===== config.mk =====
export PLATFORM = sky130hd
export DESIGN_NAME = gamepad_to_joystick_mouse_mapper_flat
export DESIGN_NICKNAME = d
export VERILOG_FILES = /design/src/rtl/core/gtjm_pkg.sv /design/src/rtl/core/gtjm_if.sv /design/src/rtl/core/gtjm_front.sv /design/src/rtl/core/gtjm_queue.sv /design/src/rtl/core/gtjm_back.sv /design/src/rtl/core/gamepad_to_joystick_mouse_mapper.sv /design/src/flat_wrapper.sv
export SDC_FILE = /design/constraint.sdc
export NUM_CORES = 1
export LEC_CHECK = 0
export BUFFER_PORTS_ARGS = -buffer_cell sky130_fd_sc_hd__buf_4
export CAP_MARGIN = 30
export CORE_AREA = 2 2 155 218
export DETAILED_ROUTE_END_ITERATION = 7
export DIE_AREA = 0 0 157 220
export GPL_TIMING_DRIVEN = 1
export SYNTH_ARGS = -nofsm -noshare
export SYNTH_HDL_FRONTEND = slang
export SYNTH_SLANG_ARGS = --single-unit
export TNS_END_PERCENT = 10

===== constraint.sdc =====
create_clock -name clk -period 3.6 [get_ports clk]
set_input_delay 0 -clock clk [delete_from_list [all_inputs] [get_ports clk]]
set_output_delay 0 -clock clk [all_outputs]
set_load 0.005 [all_outputs]

===== src/rtl/core/gtjm_pkg.sv =====
// Shared types and constants for the gamepad to joystick/mouse mapper.
// No dependencies; every other file of the block imports this package.
package gtjm_pkg;

  localparam int STEP_W = 4;
  localparam logic [STEP_W-1:0] MOUSE_STEP_RESET = 4'd4;

  localparam logic [8:0] SCREEN_X_MAX = 9'd319;
  localparam logic [7:0] SCREEN_Y_MAX = 8'd239;

  localparam logic [6:0] KEY_SPACE  = 7'd64;
  localparam logic [6:0] KEY_RETURN = 7'd68;
  localparam logic [6:0] KEY_ESCAPE = 7'd69;

  // Key event slots, emitted lowest first.
  localparam int KEV_X_PRESS     = 0;
  localparam int KEV_X_RELEASE   = 1;
  localparam int KEV_Y_PRESS     = 2;
  localparam int KEV_Y_RELEASE   = 3;
  localparam int KEV_START_PRESS = 4;
  localparam int KEV_START_REL   = 5;
  localparam int KEV_N           = 6;

  typedef struct packed {
    logic btn_option;
    logic btn_menu;
    logic btn_select;
    logic btn_start;
    logic btn_y;
    logic btn_x;
    logic btn_b;
    logic btn_a;
    logic pad_right;
    logic pad_left;
    logic pad_down;
    logic pad_up;
  } poll_t;

  typedef struct packed {
    logic       key_valid;
    logic [6:0] key_code;
    logic       key_release;
    logic [9:0] joy_direction;
    logic       joy_fire;
    logic [8:0] cursor_x;
    logic [7:0] cursor_y;
    logic       mouse_left;
    logic       mouse_right;
    logic       open_game_menu;
    logic       open_options_menu;
    logic       last;
  } result_t;

  // One classified poll: pending key events plus the status fields.
  typedef struct packed {
    logic [KEV_N-1:0] key_mask;
    logic [9:0]       joy_direction;
    logic             joy_fire;
    logic [8:0]       cursor_x;
    logic [7:0]       cursor_y;
    logic             mouse_left;
    logic             mouse_right;
    logic             open_game_menu;
    logic             open_options_menu;
  } rec_t;

endpackage


===== src/rtl/core/gtjm_if.sv =====
// Channel interfaces of the mapper: poll input, result output, step register.
// Depends on gtjm_pkg.
interface gtjm_poll_if;
  import gtjm_pkg::*;
  logic  valid;
  logic  ready;
  poll_t data;
  modport source (output valid, output data, input ready);
  modport sink (input valid, input data, output ready);
endinterface

interface gtjm_result_if;
  import gtjm_pkg::*;
  logic    valid;
  logic    ready;
  result_t data;
  modport source (output valid, output data, input ready);
  modport sink (input valid, input data, output ready);
endinterface

interface gtjm_cfg_if;
  import gtjm_pkg::*;
  logic              valid;
  logic              ready;
  logic [STEP_W-1:0] data;
  modport source (output valid, output data, input ready);
  modport sink (input valid, input data, output ready);
endinterface


===== src/rtl/core/gtjm_front.sv =====
// Front end: accepts polls, tracks button/mode/cursor state and classifies
// each poll into one queue record. Depends on gtjm_pkg and gtjm_if.
module gtjm_front (
  input  logic             clk,
  input  logic             rst,
  gtjm_poll_if.sink        poll,
  gtjm_cfg_if.sink         cfg,
  output logic             push_valid,
  input  logic             push_ready,
  output gtjm_pkg::rec_t   push_data
);
  import gtjm_pkg::*;

  logic [STEP_W-1:0] mouse_step;
  poll_t             prev;
  logic              chord;
  logic              mode;
  logic [8:0]        pos_x;
  logic [7:0]        pos_y;

  logic              chord_next;
  logic              mode_next;
  logic [8:0]        pos_x_next;
  logic [7:0]        pos_y_next;
  poll_t             joy;
  logic              accept;
  logic              others_held;
  logic              top;
  logic              bot;
  logic signed [10:0] sx;
  logic signed [9:0]  sy;
  logic signed [10:0] stepx;
  logic signed [9:0]  stepy;

  assign joy        = poll.data;
  assign poll.ready = push_ready;
  assign push_valid = poll.valid;
  assign accept     = poll.valid && push_ready;
  assign cfg.ready  = 1'b1;

  assign others_held = |(joy & ~poll_t'({1'b0, 1'b1, 10'b0}));

  always_comb begin
    push_data  = '0;
    chord_next = chord;
    if (joy.btn_menu) begin
      if (others_held) chord_next = 1'b1;
    end else if (prev.btn_menu) begin
      push_data.open_game_menu = !chord;
      chord_next = 1'b0;
    end
    push_data.open_options_menu = joy.btn_option && !prev.btn_option;
    mode_next = mode ^ (joy.btn_select && !prev.btn_select);

    push_data.key_mask[KEV_X_PRESS]     = joy.btn_x && !prev.btn_x;
    push_data.key_mask[KEV_X_RELEASE]   = !joy.btn_x && prev.btn_x;
    push_data.key_mask[KEV_Y_PRESS]     = joy.btn_y && !prev.btn_y;
    push_data.key_mask[KEV_Y_RELEASE]   = !joy.btn_y && prev.btn_y;
    push_data.key_mask[KEV_START_PRESS] = joy.btn_start && !prev.btn_start;
    push_data.key_mask[KEV_START_REL]   = !joy.btn_start && prev.btn_start;

    // Cursor move, full range first, then clamp to the screen in mouse mode
    stepx = signed'({7'b0, mouse_step});
    stepy = signed'({6'b0, mouse_step});
    sx = signed'({2'b00, pos_x});
    sy = signed'({2'b00, pos_y});
    if (joy.pad_left)  sx = sx - stepx;
    if (joy.pad_right) sx = sx + stepx;
    if (joy.pad_up)    sy = sy - stepy;
    if (joy.pad_down)  sy = sy + stepy;

    top = joy.pad_up ^ joy.pad_left;
    bot = joy.pad_down ^ joy.pad_right;
    pos_x_next = pos_x;
    pos_y_next = pos_y;
    if (!mode_next) begin
      push_data.joy_direction = {joy.pad_left, top, 6'b0, joy.pad_right, bot};
      push_data.joy_fire      = joy.btn_a || joy.btn_b;
      push_data.mouse_left    = joy.btn_a || joy.btn_b;
    end else begin
      if (sx < 0)                              pos_x_next = '0;
      else if (sx > signed'({2'b00, SCREEN_X_MAX})) pos_x_next = SCREEN_X_MAX;
      else                                     pos_x_next = sx[8:0];
      if (sy < 0)                              pos_y_next = '0;
      else if (sy > signed'({2'b00, SCREEN_Y_MAX})) pos_y_next = SCREEN_Y_MAX;
      else                                     pos_y_next = sy[7:0];
      push_data.mouse_left  = joy.btn_b;
      push_data.mouse_right = joy.btn_a;
    end
    push_data.cursor_x = pos_x_next;
    push_data.cursor_y = pos_y_next;
  end

  always_ff @(posedge clk) begin
    if (rst) begin
      mouse_step <= MOUSE_STEP_RESET;
      prev       <= '0;
      chord      <= 1'b0;
      mode       <= 1'b0;
      pos_x      <= '0;
      pos_y      <= '0;
    end else begin
      if (cfg.valid) mouse_step <= cfg.data;
      if (accept) begin
        prev  <= joy;
        chord <= chord_next;
        mode  <= mode_next;
        pos_x <= pos_x_next;
        pos_y <= pos_y_next;
      end
    end
  end

  a_pos_on_screen: assert property (@(posedge clk) disable iff (rst)
    pos_x <= SCREEN_X_MAX && pos_y <= SCREEN_Y_MAX)
    else $error("cursor off screen");

endmodule


===== src/rtl/core/gtjm_queue.sv =====
// Short record queue between front and back ends.
// Depends on gtjm_pkg.
module gtjm_queue #(
  parameter int DEPTH = 4
) (
  input  logic           clk,
  input  logic           rst,
  input  logic           push_valid,
  output logic           push_ready,
  input  gtjm_pkg::rec_t push_data,
  output logic           pop_valid,
  input  logic           pop_ready,
  output gtjm_pkg::rec_t pop_data
);
  import gtjm_pkg::*;

  localparam int PTR_W = (DEPTH > 1) ? $clog2(DEPTH) : 1;
  localparam int CNT_W = $clog2(DEPTH + 1);

  rec_t             slots [DEPTH];
  logic [PTR_W-1:0] wr_ptr;
  logic [PTR_W-1:0] rd_ptr;
  logic [CNT_W-1:0] count;
  logic             push_fire;
  logic             pop_fire;

  assign push_ready = count != CNT_W'(DEPTH);
  assign pop_valid  = count != '0;
  assign pop_data   = slots[rd_ptr];
  assign push_fire  = push_valid && push_ready;
  assign pop_fire   = pop_valid && pop_ready;

  always_ff @(posedge clk) begin
    if (push_fire) slots[wr_ptr] <= push_data;
  end

  always_ff @(posedge clk) begin
    if (rst) begin
      wr_ptr <= '0;
      rd_ptr <= '0;
      count  <= '0;
    end else begin
      if (push_fire)
        wr_ptr <= (wr_ptr == PTR_W'(DEPTH - 1)) ? '0 : wr_ptr + 1'b1;
      if (pop_fire)
        rd_ptr <= (rd_ptr == PTR_W'(DEPTH - 1)) ? '0 : rd_ptr + 1'b1;
      if (push_fire && !pop_fire)      count <= count + 1'b1;
      else if (pop_fire && !push_fire) count <= count - 1'b1;
    end
  end

  a_count_bound: assert property (@(posedge clk) disable iff (rst)
    count <= CNT_W'(DEPTH))
    else $error("queue overfilled");

  a_count_up: assert property (@(posedge clk) disable iff (rst)
    (push_fire && !pop_fire) |=> count == $past(count) + 1'b1)
    else $error("queue count lost a push");

endmodule


===== src/rtl/core/gtjm_back.sv =====
// Back end: expands each queued record into its key events and a final
// status item, one per cycle while result is ready, through an output register.
// Depends on gtjm_pkg and gtjm_if.
module gtjm_back (
  input  logic           clk,
  input  logic           rst,
  input  logic           pop_valid,
  output logic           pop_ready,
  input  gtjm_pkg::rec_t pop_data,
  gtjm_result_if.source  result
);
  import gtjm_pkg::*;

  logic [KEV_N-1:0] done;
  logic [KEV_N-1:0] done_next;
  logic [KEV_N-1:0] pending;
  logic [KEV_N-1:0] sel;
  logic             load;
  logic             out_valid;
  result_t          out_data;
  result_t          item;

  assign load      = !out_valid || result.ready;
  assign pending   = pop_data.key_mask & ~done;
  assign sel       = pending & (~pending + 1'b1);
  assign pop_ready = load && (pending == '0);

  always_comb begin
    item      = '0;
    done_next = done;
    if (pending != '0) begin
      item.key_valid   = 1'b1;
      item.key_release = sel[KEV_X_RELEASE] || sel[KEV_Y_RELEASE] || sel[KEV_START_REL];
      if (sel[KEV_X_PRESS] || sel[KEV_X_RELEASE])      item.key_code = KEY_SPACE;
      else if (sel[KEV_Y_PRESS] || sel[KEV_Y_RELEASE]) item.key_code = KEY_RETURN;
      else                                             item.key_code = KEY_ESCAPE;
      done_next = done | sel;
    end else begin
      item.joy_direction     = pop_data.joy_direction;
      item.joy_fire          = pop_data.joy_fire;
      item.cursor_x          = pop_data.cursor_x;
      item.cursor_y          = pop_data.cursor_y;
      item.mouse_left        = pop_data.mouse_left;
      item.mouse_right       = pop_data.mouse_right;
      item.open_game_menu    = pop_data.open_game_menu;
      item.open_options_menu = pop_data.open_options_menu;
      item.last              = 1'b1;
      done_next = '0;
    end
  end

  always_ff @(posedge clk) begin
    if (rst) begin
      out_valid <= 1'b0;
      done      <= '0;
    end else if (load) begin
      out_valid <= pop_valid;
      if (pop_valid) done <= done_next;
    end
  end

  always_ff @(posedge clk) begin
    if (load && pop_valid) out_data <= item;
  end

  assign result.valid = out_valid;
  assign result.data  = out_data;

  a_last_xor_key: assert property (@(posedge clk) disable iff (rst)
    out_valid |-> (out_data.last != out_data.key_valid))
    else $error("item is neither key nor status");

  a_done_subset: assert property (@(posedge clk) disable iff (rst)
    pop_valid |-> ((done & ~pop_data.key_mask) == '0))
    else $error("emitted key not in current record");

endmodule


===== src/rtl/core/gamepad_to_joystick_mouse_mapper.sv =====
// Top level of the gamepad to joystick/mouse mapper.
// Depends on gtjm_pkg, gtjm_if, gtjm_front, gtjm_queue and gtjm_back.
//
//   channel  dir  payload                 transfer when
//   poll     in   poll_t, 12 buttons      poll.valid & poll.ready
//   result   out  result_t, key or status result.valid & result.ready
//   cfg      in   mouse_step, 4 bits      cfg.valid & cfg.ready (always ready)
//
// A poll yields 1 to 4 results (one per key event, then status), one per
// cycle from the output register while the result side is not stalled.
// The front end takes a poll every cycle while the record queue has room.
// rst is synchronous; it clears state, queue and output valid, step to 4.
// Stalls on result back up through the queue to poll.ready.
module gamepad_to_joystick_mouse_mapper #(
  parameter int QueueDepth = 4
) (
  input  logic          clk,
  input  logic          rst,
  gtjm_poll_if.sink     poll,
  gtjm_cfg_if.sink      cfg,
  gtjm_result_if.source result
);
  import gtjm_pkg::*;

  logic push_valid;
  logic push_ready;
  rec_t push_data;
  logic pop_valid;
  logic pop_ready;
  rec_t pop_data;

  gtjm_front u_front (
    .clk        (clk),
    .rst        (rst),
    .poll       (poll),
    .cfg        (cfg),
    .push_valid (push_valid),
    .push_ready (push_ready),
    .push_data  (push_data)
  );

  gtjm_queue #(
    .DEPTH (QueueDepth)
  ) u_queue (
    .clk        (clk),
    .rst        (rst),
    .push_valid (push_valid),
    .push_ready (push_ready),
    .push_data  (push_data),
    .pop_valid  (pop_valid),
    .pop_ready  (pop_ready),
    .pop_data   (pop_data)
  );

  gtjm_back u_back (
    .clk       (clk),
    .rst       (rst),
    .pop_valid (pop_valid),
    .pop_ready (pop_ready),
    .pop_data  (pop_data),
    .result    (result)
  );

endmodule

===== src/flat_wrapper.sv =====
// flat-port wrapper written by rule: the top's interface ports become plain ports
module gamepad_to_joystick_mouse_mapper_flat import gtjm_pkg::*;
#(
  parameter int QueueDepth = 4
)
  (clk, rst, poll_valid, poll_data, poll_ready, cfg_valid, cfg_data, cfg_ready, result_valid, result_data, result_ready);
  gtjm_poll_if poll_i ();
  gtjm_cfg_if cfg_i ();
  gtjm_result_if result_i ();
  input  logic clk;
  input  logic rst;
  input wire logic [$bits(poll_i.valid)-1:0] poll_valid;
  input wire logic [$bits(poll_i.data)-1:0] poll_data;
  output wire logic [$bits(poll_i.ready)-1:0] poll_ready;
  input wire logic [$bits(cfg_i.valid)-1:0] cfg_valid;
  input wire logic [$bits(cfg_i.data)-1:0] cfg_data;
  output wire logic [$bits(cfg_i.ready)-1:0] cfg_ready;
  output wire logic [$bits(result_i.valid)-1:0] result_valid;
  output wire logic [$bits(result_i.data)-1:0] result_data;
  input wire logic [$bits(result_i.ready)-1:0] result_ready;
  assign poll_i.valid = poll_valid;
  assign poll_i.data = poll_data;
  assign poll_ready = poll_i.ready;
  assign cfg_i.valid = cfg_valid;
  assign cfg_i.data = cfg_data;
  assign cfg_ready = cfg_i.ready;
  assign result_valid = result_i.valid;
  assign result_data = result_i.data;
  assign result_i.ready = result_ready;
  gamepad_to_joystick_mouse_mapper #(.QueueDepth(QueueDepth)) u_core (.clk(clk), .rst(rst), .poll(poll_i), .cfg(cfg_i), .result(result_i));
endmodule

# == Yosys cells after proc, flatten, opt, wreduce, memory -nomap -nowiden ==
# Memories as Yosys holds them, arrays and structs flattened. A register that Yosys moved wholly into a read port is not among the register bits.
# Index checks and enable logic that the tools add are counted.
# classes
reduce_logical,41
magnitude_cmp,4
n_bitwise,9
n_eq_ne,4
add_sub_neg,9
muxes,31
# ops
cell,n
9-bit two-way mux,4
11-bit two-way mux,3
8-bit two-way mux,3
10-bit two-way mux,2
1-bit logical AND,14
6-bit bitwise AND,2
1-bit zero test,12
6-bit inverter,2
11-bit by 5-bit adder with 11-bit output,1
"11-bit by 10-bit > comparator with 1-bit output, second input constant",1
"11-bit by 1-bit less-than comparator with 1-bit output, second input constant",1
1-bit two-way mux,11
11-bit OR reduction,1
10-bit by 5-bit adder with 10-bit output,1
"10-bit by 9-bit > comparator with 1-bit output, second input constant",1
"10-bit by 1-bit less-than comparator with 1-bit output, second input constant",1
9-bit by 4-bit subtractor with 10-bit output,1
3-bit two-way mux,3
8-bit by 4-bit subtractor with 9-bit output,1
2-bit two-way mux,4
"6-bit by 1-bit adder with 6-bit output, second input constant",1
6-bit zero test,1
1-bit logical OR,6
6-bit two-way mux,1
15 further kinds,20
# word_totals
reg_bits,85
out_inout_bits,45
wordCells,128
mem_count,1
in_bits,21
ramBits,152
# mem_list
name,depth,width,read_ports,rd_ports_with_merged_regs,write_ports,line_no,rtl
u_core.u_queue.slots,4,38,1,1,1,gtjm_queue.sv:20,rec_t slots [DEPTH];

# == Depth between registers and ports, before layout ==
# Gate-level depths: netlist (run 1).
# logic_depth
word_depth,9
mapped_depth,17
mapped_depth_nobuf,16

# == Modules after synthesis ==
# Synthesis (run 1) repeated with hierarchy kept, for this count alone.
# hier_totals
cells_unflattened,789
area_unflattened_um2,10736.5
# modules_own_cells
mod,area_each_um2,n_inst,seq_area_each_um2,cells_each
gtjm_queue,5949.5,1,4744.6,246
gtjm_front,3034.2,1,580.6,418
gtjm_back,1752.9,1,1281.2,125

# == Least setup slack after synthesis (run 1) ==
# OpenSTA, ideal clock, no wires.
# synth_timing
path_kind,register -> register
from,register u_core.u_front.mouse_step[1]
to,"memory u_core.u_queue.slots[0][11] in the netlist's numbering, data pin"
setup_slack_ns,-0.229
setup_ns,0.272
path_buffers,0
t_arrival_ns,3.558
t_required_ns,3.328
stages_incl_launch_ff,17
synth_period_minus_slack_ns,3.829
cell_sequence,dfxtp_1 -> inv_1 -> ha_1 -> nor2b_1 -> o21a_1 -> nor3_1 -> nor2_1 -> mux2_2 -> ha_1 -> o21ai_0 -> a21oi_1 -> nor3b_1 -> a21oi_1 -> or4_1 -> o211ai_2 -> nand3_1 -> a221o_1
# synth_lines
element,line_no,rtl
from (decl),gtjm_front.sv:14,logic [STEP_W-1:0] mouse_step;
from (signal assigned),gtjm_front.sv:103,if (cfg.valid) mouse_step <= cfg.data;
to (decl),gtjm_queue.sv:20,

==> impl_metrics.yaml, run 1 <==
critical_path:
  worst_setup_path_start_kind: "register"
  criticalPathCategory: "reg2reg"
  worstPathRequired_ps: 3820
  crit_path_end_kind: "register"
  r2r-end: "u_core.u_queue.slots[2][11]"
  arrival_ps: 3800
  rr_startpoint: "u_core.u_front.mouse_step[1]"
  crit_fanout: 7
  worstSetupStartpoint: "u_core.u_front.mouse_step[1]"
  rrSetupSlack_ps: 20
  ff2ff_path_depth: 16
clock_tree:
  cts_buffers: 19
  clockRootBuffer: "clkbuf_16"
  cts_tree: "done"
  h-tree-depth: 1
  path_clk_slew_ps: 60
  clk_path_buf_depth: 3
  clock_latency_ps: 490
  cts_num_sinks: 205
routing:
  drc: 0
  ant_nets: 0
  drt_first_pass_iters: 4
  route.final.wire_length_um: 21000
  viasPerCell: 4.70
  drt-initial-drc-count: 332
  vias: 6204
  wl_per_cell_um: 15.9
yosys:
  ys.flop_type: "edfxtp_1"
  synth-seq-area-share_pct: 59.0
  syn-cell-area_um2: 9660
  syn_avg_cell_area_um2: 13.3
  syn_inst: 726
  yosys_warnings: 0
  synth_seq_cells: 205
  synth.top_cell.area_share_pct: 49.7
  synth_most_common_cell: "edfxtp_1"
  synthArstFlopShare_pct: 0
  synth_area_leader_cell: "edfxtp_1"
  ys_top_cells_by_area: "edfxtp_1 (50%), dfxtp_1 (9.3%), mux4_2 (7.5%), ha_1 (2.8%), and2_1 (2.2%)"
  synth_common_cells: "edfxtp_1 (160), nand2_1 (53), dfxtp_1 (45)"
  synth-edff-count: 160
  synthDistinctLibCells: 67
sta:
  timing.final.crit_period_ps: 3580
  hold_violations: 0
  rsz0062_at_grt: "true"
  finalWorstSetupSlack_ps: 16.6
  tightest_slew_ps: 662
  skew_ps: 9.88
  fmax_ghz: 0.279
  setup_viol_count_final: 0
  min_period_over_period_pct: 99.5
  slew_headroom_pct: 55.4
  drv_slew: 0
run:
  maxCapViolCount: 0
place:
  port-buffer-count: 54
  dp_slack_ps: -138
  gp_congestion: 0.806
  placed_area_um2: 11000
  dp.final_hpwl_um: 14700
hold_path:
  holdPathEnd: "u_core.u_front.pos_y[0]"
  hold_class: "in2reg"
  holdCritStartpoint: "poll_data[1]"
  hold_depth: 4
global_routing:
  overflow: 0
  antenna_found_initial: 0
  grt_pass1_vias: 6274
  grt_pass1_wl_um: 33500
  grt_start_max_net_pins: 39
  grt_use_total_pct: 12.3
finish:
  layout-drive-gt1-share_pct: 27.7
  fin_util_pct: 36.9
  final_area_um2: 12100
  insertedDiodeCount: 0
  area_growth_pct: 25.1
  fin_nets: 912
power:
  finalPower_mw: 8.87
  p_leak_nw: 4.41
  ir_drop_uv: 288
  cellPowerDensity_nw_per_um2: 734
die:
  core_area_um2: 32700
  ioPinCount: 66
  die_width_um: 157
  die_h_um: 220
  num_rows: 79
  dieArea_um2: 34500
  start_util_pct: 29.5
outcome:
  status: "finished clean"
cells by family (layout without fill, tap and decap cells):
logic type                 after synthesis  in the layout  share of synthesized area [%]
AOI/OAI and AO/OA                      142            142                           10.9
other                                    2             11                         0.0777
and+or+nand+nor                        205            205                           11.0
xor gates and xnor gates                28             28                           2.77
adders and majority gates               27             27                           3.88
muxes                                   44             44                           8.77
buffers and inverters                   73            214                           3.61
DFF                                    205            205                           59.0
critical path, cell delays in order (launching register included):
cell,delay [ps]
dfxtp_4,360
inv_4,50
ha_1,270
nor2b_1,140
o21a_1,180
nor3_2,160
nor2_1,60
mux2_4,270
ha_4,280
o21ai_1,70
a21oi_2,130
nor3b_2,200
a21oi_2,80
or4_4,430
o211ai_4,150
nand3_2,110
a221o_1,380
how the worst max path moves through the flow:
| stage | slack (ps) | end |
|---|---|---|
| 4_1_cts | 20 | u_core.u_queue.slots[2][12] |
| 3_5_place_dp | -140 | u_core.u_queue.slots[3][11] |
| 3_3_place_gp | -100 | u_core.u_queue.slots[0][12] |
| 2_1_floorplan | -70 | u_core.u_queue.slots[0][18] |
| 5_1_grt | -130 | u_core.u_queue.slots[2][11] |
| 6_report | 20 | u_core.u_queue.slots[2][11] |
placed cells by master, fill, tap and decap left out, drive strengths merged, types with 9 or more instances in the layout:
master       count
conb            11
a22o            17
nor3            13
xor2            12
edfxtp         160
a21oi           30
dlygate4sd3     29
mux4            32
dfxtp           45
a31oi           11
nor2b           15
nor2            41
buf            126
inv             28
nand2           53
o21ai           29
or3              9
ha              22
xnor2           15
clkbuf          26
and2            34
layout make-up:
class,count,area [µm²]
Sequential cell,205,5720
Inverter,26,100
Tap cell,445,557
Multi-Input combinational cell,457,3870
Timing Repair Buffer,155,1240
Fill cell,3126,20600
Clock buffer,26,512
Clock inverter,7,91.3
layer usage:
metal,GRT usage (%),wire [µm]
met1,14.2,8630
met2,23.0,11200
met3,1.12,567
met4,5.26,589
met5,0,0
state kept, by name, summed over array words and instances, names as in the netlist, named ones only:
name	count
u_core.u_queue.slots	128
u_core.u_back.result.data	32
u_core.u_front.pos_x	9
u_core.u_front.pos_y	8
u_core.u_back.done	6
u_core.u_front.prev	6
u_core.u_front.mouse_step	4
u_core.u_queue.count	3
u_core.u_queue.rd_ptr	2
u_core.u_queue.wr_ptr	2
u_core.u_back.result.valid	1
u_core.u_front.chord	1
u_core.u_front.mode	1
what timing repair did:
| item | in CTS | in global routing |
|---|---|---|
| pin swaps | 8 | 9 |
| setup endpoints to repair | 61 | 78 |
| setup buffers | 1 | 2 |
| gates cloned | 0 | 1 |
| endpoints found under the hold margin | 63 | 0 |
| resized for setup | 18 | 22 |
| hold buffers | 29 | 0 |
through the flow:
stage               setup TNS [ps]  std cells  hold WS (ps)
global route                 -2450       1321          52.1
detailed placement           -4110       1255           251
finish                           0       1321          17.9
global placement             -2260       1255           241
floorplan                     -573        735           130
CTS                              0       1318          7.84
report_power, final:
| group | total [mW] | internal, mW | switching (mW) |
|---|---|---|---|
| combinational | 3.38 | 1.57 | 1.81 |
| clock | 1.98 | 1.15 | 0.831 |
| sequential | 3.52 | 3.29 | 0.231 |
| total | 8.87 | 6.00 | 2.87 |
No activity file was read; power rests on OpenSTA's default activity.
==> run 2, diff against run 1 <==
--- a/config.mk
+++ b/config.mk
@@ -8,6 +8,7 @@
 export BUFFER_PORTS_ARGS = -buffer_cell sky130_fd_sc_hd__buf_4
 export CAP_MARGIN = 30
 export CORE_AREA = 2 2 155 218
+export CTS_BUF_LIST = sky130_fd_sc_hd__clkbuf_16
 export DETAILED_ROUTE_END_ITERATION = 7
 export DIE_AREA = 0 0 157 220
 export GPL_TIMING_DRIVEN = 1
==> impl_metrics.yaml, run 2 (synthesis results as in run 1) <==
outcome:
  status: "finished clean"
hold_path:
  hold_depth: 4
  hold_class: "in2reg"
  holdCritStartpoint: "poll_data[1]"
critical_path:
  crit_fanout: 7
  critical-path-max-stage-delay_ps: 430
  crit_path_end_kind: "register"
  worstPathRequired_ps: 3820
  path_delay_family: "simple AND/OR/NAND/NOR gates"
  arrival_ps: 3800
  worst_setup_path_start_kind: "register"
  crit_cells: 16
  rr_startpoint: "u_core.u_front.mouse_step[1]"
  cp_common_cell: "a21oi_2"
  ff2ff_path_depth: 16
  cp_slowest_cell: "or4_4"
  path_cells: "inv_4 > ha_1 > nor2b_1 > o21a_1 > nor3_2 > nor2_1 > mux2_4 > ha_4 > o21ai_1 > a21oi_2 > nor3b_2 > a21oi_2 > or4_4 > o211ai_4 > nand3_2 > a221o_1"
  criticalPathCategory: "reg2reg"
  worstSetupStartpoint: "u_core.u_front.mouse_step[1]"
  crit_buf_inv: 1
sta:
  min_period_over_period_pct: 99.5
  setup_tns_ps: 0
  slew_headroom_pct: 55.4
  fmax_ghz: 0.279
  tightest_slew_ps: 662
  skew_ps: 9.88
  hold_violations: 0
  rsz0062_at_grt: "true"
  setup_viol_count_final: 0
  drv_slew: 0
  timing.final.crit_period_ps: 3580
routing:
  wl_per_cell_um: 15.9
  drt_first_pass_iters: 4
  vias: 6210
  wl_met1_um: 8540
  routed.top_layer: "met4"
  met2WireLength_um: 11200
  ant_nets: 0
  viasPerCell: 4.70
  route.final.wire_length_um: 21000
  drc: 0
  drt-initial-drc-count: 334
  met3_length_um: 657
place:
  dpl.cell_count: 1255
  port-buffer-count: 54
  dp.final_hpwl_um: 14700
  gp_congestion: 0.806
finish:
  area_growth_pct: 25.0
  layout-drive-gt1-share_pct: 27.6
  fill_cells: 3131
  final_cell_mix: "edfxtp_1 (160), buf_4 (124), nand2_1 (53), dfxtp_1 (40), nor2_1 (39)"
  fin_util_pct: 36.9
  largest_register_ffs: 128
  largest-register: "u_core.u_queue.slots"
  finalNonFillerCells: 1321
  insertedDiodeCount: 0
  fin_nets: 912
  final_common_cell: "edfxtp_1"
die:
  start_util_pct: 29.5
  die_h_um: 220
  dieArea_um2: 34500
  core_area_um2: 32700
  ioPinCount: 66
  num_rows: 79
  die_width_um: 157
global_routing:
  grt_use_total_pct: 12.3
  grt_pass1_vias: 6274
  grt_start_max_net_pins: 39
  antenna_found_initial: 0
  overflow: 0
  grt_pass1_wl_um: 33500
clock_tree:
  clock_latency_ps: 490
  cts_tree: "done"
  clockRootBuffer: "clkbuf_16"
  path_clk_slew_ps: 60
  cts_buffers: 19
  clk_path_buf_depth: 3
  cts_num_sinks: 205
  h-tree-depth: 1
power:
  cellPowerDensity_nw_per_um2: 732
  ir_drop_uv: 289
  finalPower_mw: 8.84
  p_leak_nw: 4.43
run:
  maxCapViolCount: 0
-- run 2: cell types whose count changed in the layout (fill, tap and decap cells not counted) --
cell	previous run	this run
clkbuf_1	6	0
inv_1	24	30
clkbuf_8	1	0
clkinv_1	2	3
-- run 2: path summary, 6_finish.rpt --
check / to / slack [ps]
setup reg to reg: u_core.u_queue.slots[2][11] / 20
setup / recovery: u_core.u_queue.slots[2][11] / 20
hold reg to reg: u_core.u_back.done[4] / 470
hold / removal: u_core.u_front.pos_y[0] / 20
-- run 2: per-stage QoR --
stage | hold slack, ps | setup slack (ps) | area [µm²]
6_report | 18.1 | 16.7 | 12100
3_3_place_gp | 241 | -97.2 | 11000
5_1_grt | 52.0 | -128 | 12100
3_5_place_dp | 251 | -138 | 11000
4_1_cts | 7.84 | 16.1 | 12000
2_1_floorplan | 130 | -69.0 | 9750
-- run 2: per-layer routing --
metal / vias up / track usage [%]
met5: - / 0
met2: 108 / 23.0
li1: 2987 / -
met1: 3080 / 14.2
met4: 0 / 5.26
met3: 35 / 1.12
-- run 2: area by class of cell --
type                    count  area (µm²)  area share (%)
clock buffers              19         475            3.94
inverters                  26         100           0.829
multi-input cells         457        3870            32.1
repair buffers            155        1240            10.2
well taps                 445         557            4.61
flip-flops and latches    205        5720            47.3
clock inverters            14         118           0.974
-- run 2: power by group --
group	internal, mW	switching, mW
combinational	1.57	1.81
sequential	3.29	0.230
clock	1.11	0.830
total	5.96	2.87
-- run 2: worst reg2reg max path: cells and delay by family (launching register included) --
kind                       cells  cell delay [ps]
and+or+nand+nor                6             1100
AOI/OAI and AO/OA              6              990
adders and majority gates      2              550
DFF                            1              360
muxes                          1              270
buffers and inverters          1               50
-- run 2: what timing repair did --
action	CTS	global route
buffers inserted	1	2
resized for setup	18	22
pin swaps	8	9
hold buffers	29	0
endpoints found under the hold margin	63	0
setup endpoints to repair	61	78
cloned	0	1
==> run 3, diff against run 2 <==
==> constraint.sdc (replaced) <==
create_clock -name clk -period 4.2 [get_ports clk]
set_input_delay 0 -clock clk [delete_from_list [all_inputs] [get_ports clk]]
set_output_delay 0 -clock clk [all_outputs]
set_load 0.005 [all_outputs]
==> impl_metrics.yaml, run 3 (synthesis results as in run 1) <==
outcome:
  status: "finished clean"
sta:
  setup_viol_count_final: 0
  tightest_slew_ps: 987
  fmax_ghz: 0.254
  skew_ps: 15.5
  min_period_over_period_pct: 93.7
  slew_headroom_pct: 34.2
  finalWorstSetupSlack_ps: 263
  whs_ps: 26.1
  timing.final.crit_period_ps: 3940
  rsz0062_at_grt: "true"
  drv_slew: 0
  hold_violations: 0
finish:
  largest_register_ffs: 128
  final_common_cell: "edfxtp_1"
  area_growth_pct: 19.9
  final_cell_mix: "edfxtp_1 (160), buf_4 (76), nand2_1 (53), dfxtp_1 (43), nor2_1 (41)"
  layout-drive-gt1-share_pct: 20.9
  fin_nets: 862
  insertedDiodeCount: 0
  largest-register: "u_core.u_queue.slots"
  fill_cells: 3200
global_routing:
  grt_pass1_wl_um: 33500
  grt_use_total_pct: 12.5
  grt_util_met3_pct: 1.20
  overflow: 0
  grt_pass1_vias: 6198
  use_met1_pct: 14.2
  use_met2_pct: 23.6
  antenna_found_initial: 0
  grt_start_max_net_pins: 39
  top_usage_layer: "met2"
place:
  dp.final_hpwl_um: 14300
  dp_slack_ps: 137
  gp_congestion: 0.863
  port-buffer-count: 54
die:
  dieArea_um2: 34500
  num_rows: 79
  start_util_pct: 29.5
  die_h_um: 220
  core_area_um2: 32700
  die_width_um: 157
  ioPinCount: 66
power:
  ir_drop_uv: 338
  cellPowerDensity_nw_per_um2: 635
  p_leak_nw: 4.17
routing:
  vias: 6016
  ant_nets: 0
  drc: 0
  drt-initial-drc-count: 393
  route.final.wire_length_um: 21100
  drt_first_pass_iters: 4
  viasPerCell: 4.73
  wl_per_cell_um: 16.6
critical_path:
  arrival_ps: 4180
  criticalPathCategory: "reg2reg"
  cp_slowest_cell: "or4_4"
  path_cells: "inv_1 > ha_1 > fa_1 > a21oi_2 > inv_1 > fa_1 > nand2b_1 > a21oi_2 > nor3b_2 > a21oi_1 > or4_4 > o211ai_4 > nand3_1 > a221o_1"
  crit_fanout: 8
  crit_path_end_kind: "register"
  worstPathRequired_ps: 4440
  critical-path-max-stage-delay_ps: 570
  worst_setup_path_start_kind: "register"
clock_tree:
  clk_path_buf_depth: 3
  clock_latency_ps: 500
  cts_tree: "done"
  cts_buffers: 19
  clockRootBuffer: "clkbuf_16"
  path_clk_slew_ps: 70
  cts_num_sinks: 205
  h-tree-depth: 1
run:
  maxCapViolCount: 0
hold_path:
  hold_class: "in2reg"
[run 3: cell count changes in the layout (fill, tap and decap cells not counted), sizes merged]
cell      change
inv           -5
buf          -50
clkinvlp      +4
bufinv        +2
[run 3: through the flow]
step | util [%] | total power [mW] | instances | setup TNS [ps] | area, µm²
after floorplan | - | 4.67 | 735 | 0 | 9700
after global placement | 32.4 | 5.48 | 1208 | 0 | 10600
after detailed placement | 32.4 | 5.53 | 1208 | 0 | 10600
after CTS | 35.3 | 7.42 | 1271 | 0 | 11500
after global routing | 35.4 | 7.81 | 1272 | -33.0 | 11600
final | 35.4 | 7.35 | 1272 | 0 | 11600
[run 3: final timing paths]
check	startpoint	endpoint	slack (ps)	cells past startpoint
hold reg to reg	u_core.u_back.done[1]	u_core.u_back.done[1]	470	2
hold / removal	poll_data[1]	u_core.u_front.pos_y[0]	30	4
setup reg to reg	u_core.u_front.pos_y[0]	u_core.u_queue.slots[1][11]	260	14
setup / recovery	u_core.u_front.pos_y[0]	u_core.u_queue.slots[1][11]	260	14
[run 3: cell type report]
cell class	instances	area (µm²)	share of cell area, %
Sequential cell	205	5710	49.3
Multi-Input combinational cell	457	3700	31.9
Timing Repair Buffer	105	861	7.43
Tap cell	445	557	4.81
Clock buffer	19	475	4.10
Clock inverter	15	190	1.64
Inverter	26	97.6	0.842
[run 3: what timing repair did]
item | 4_1_cts | 5_1_grt
buffers inserted | 0 | 1
hold buffers | 29 | 0
hold endpoints to repair | 70 | 0
setup endpoints to repair | 0 | 46
resized for setup | 0 | 9
[run 3: report_power, final]
group          internal [mW]  switching [mW]
registers               2.82           0.213
clock network           1.08           0.752
logic                   1.06            1.43
[run 3: worst max-delay path: cells and delay by family (launching register included)]
kind,cells,cell delay [ps]
AND/OR/NAND/NOR,4,1060
adder cells (fa/ha/maj),3,1100
buffers and inverters,2,140
flip-flops,1,370
AO/OA/AOI/OAI,5,1030
[run 3: per-layer routing]
| metal | wire, µm | up-vias | part of all wire, % |
|---|---|---|---|
| li1 | - | 2882 | - |
| met1 | 8420 | 2969 | 40 |
| met2 | 11200 | 121 | 53 |
| met3 | 677 | 44 | 3.2 |
| met4 | 797 | 0 | 3.8 |
| met5 | 0 | - | 0 |
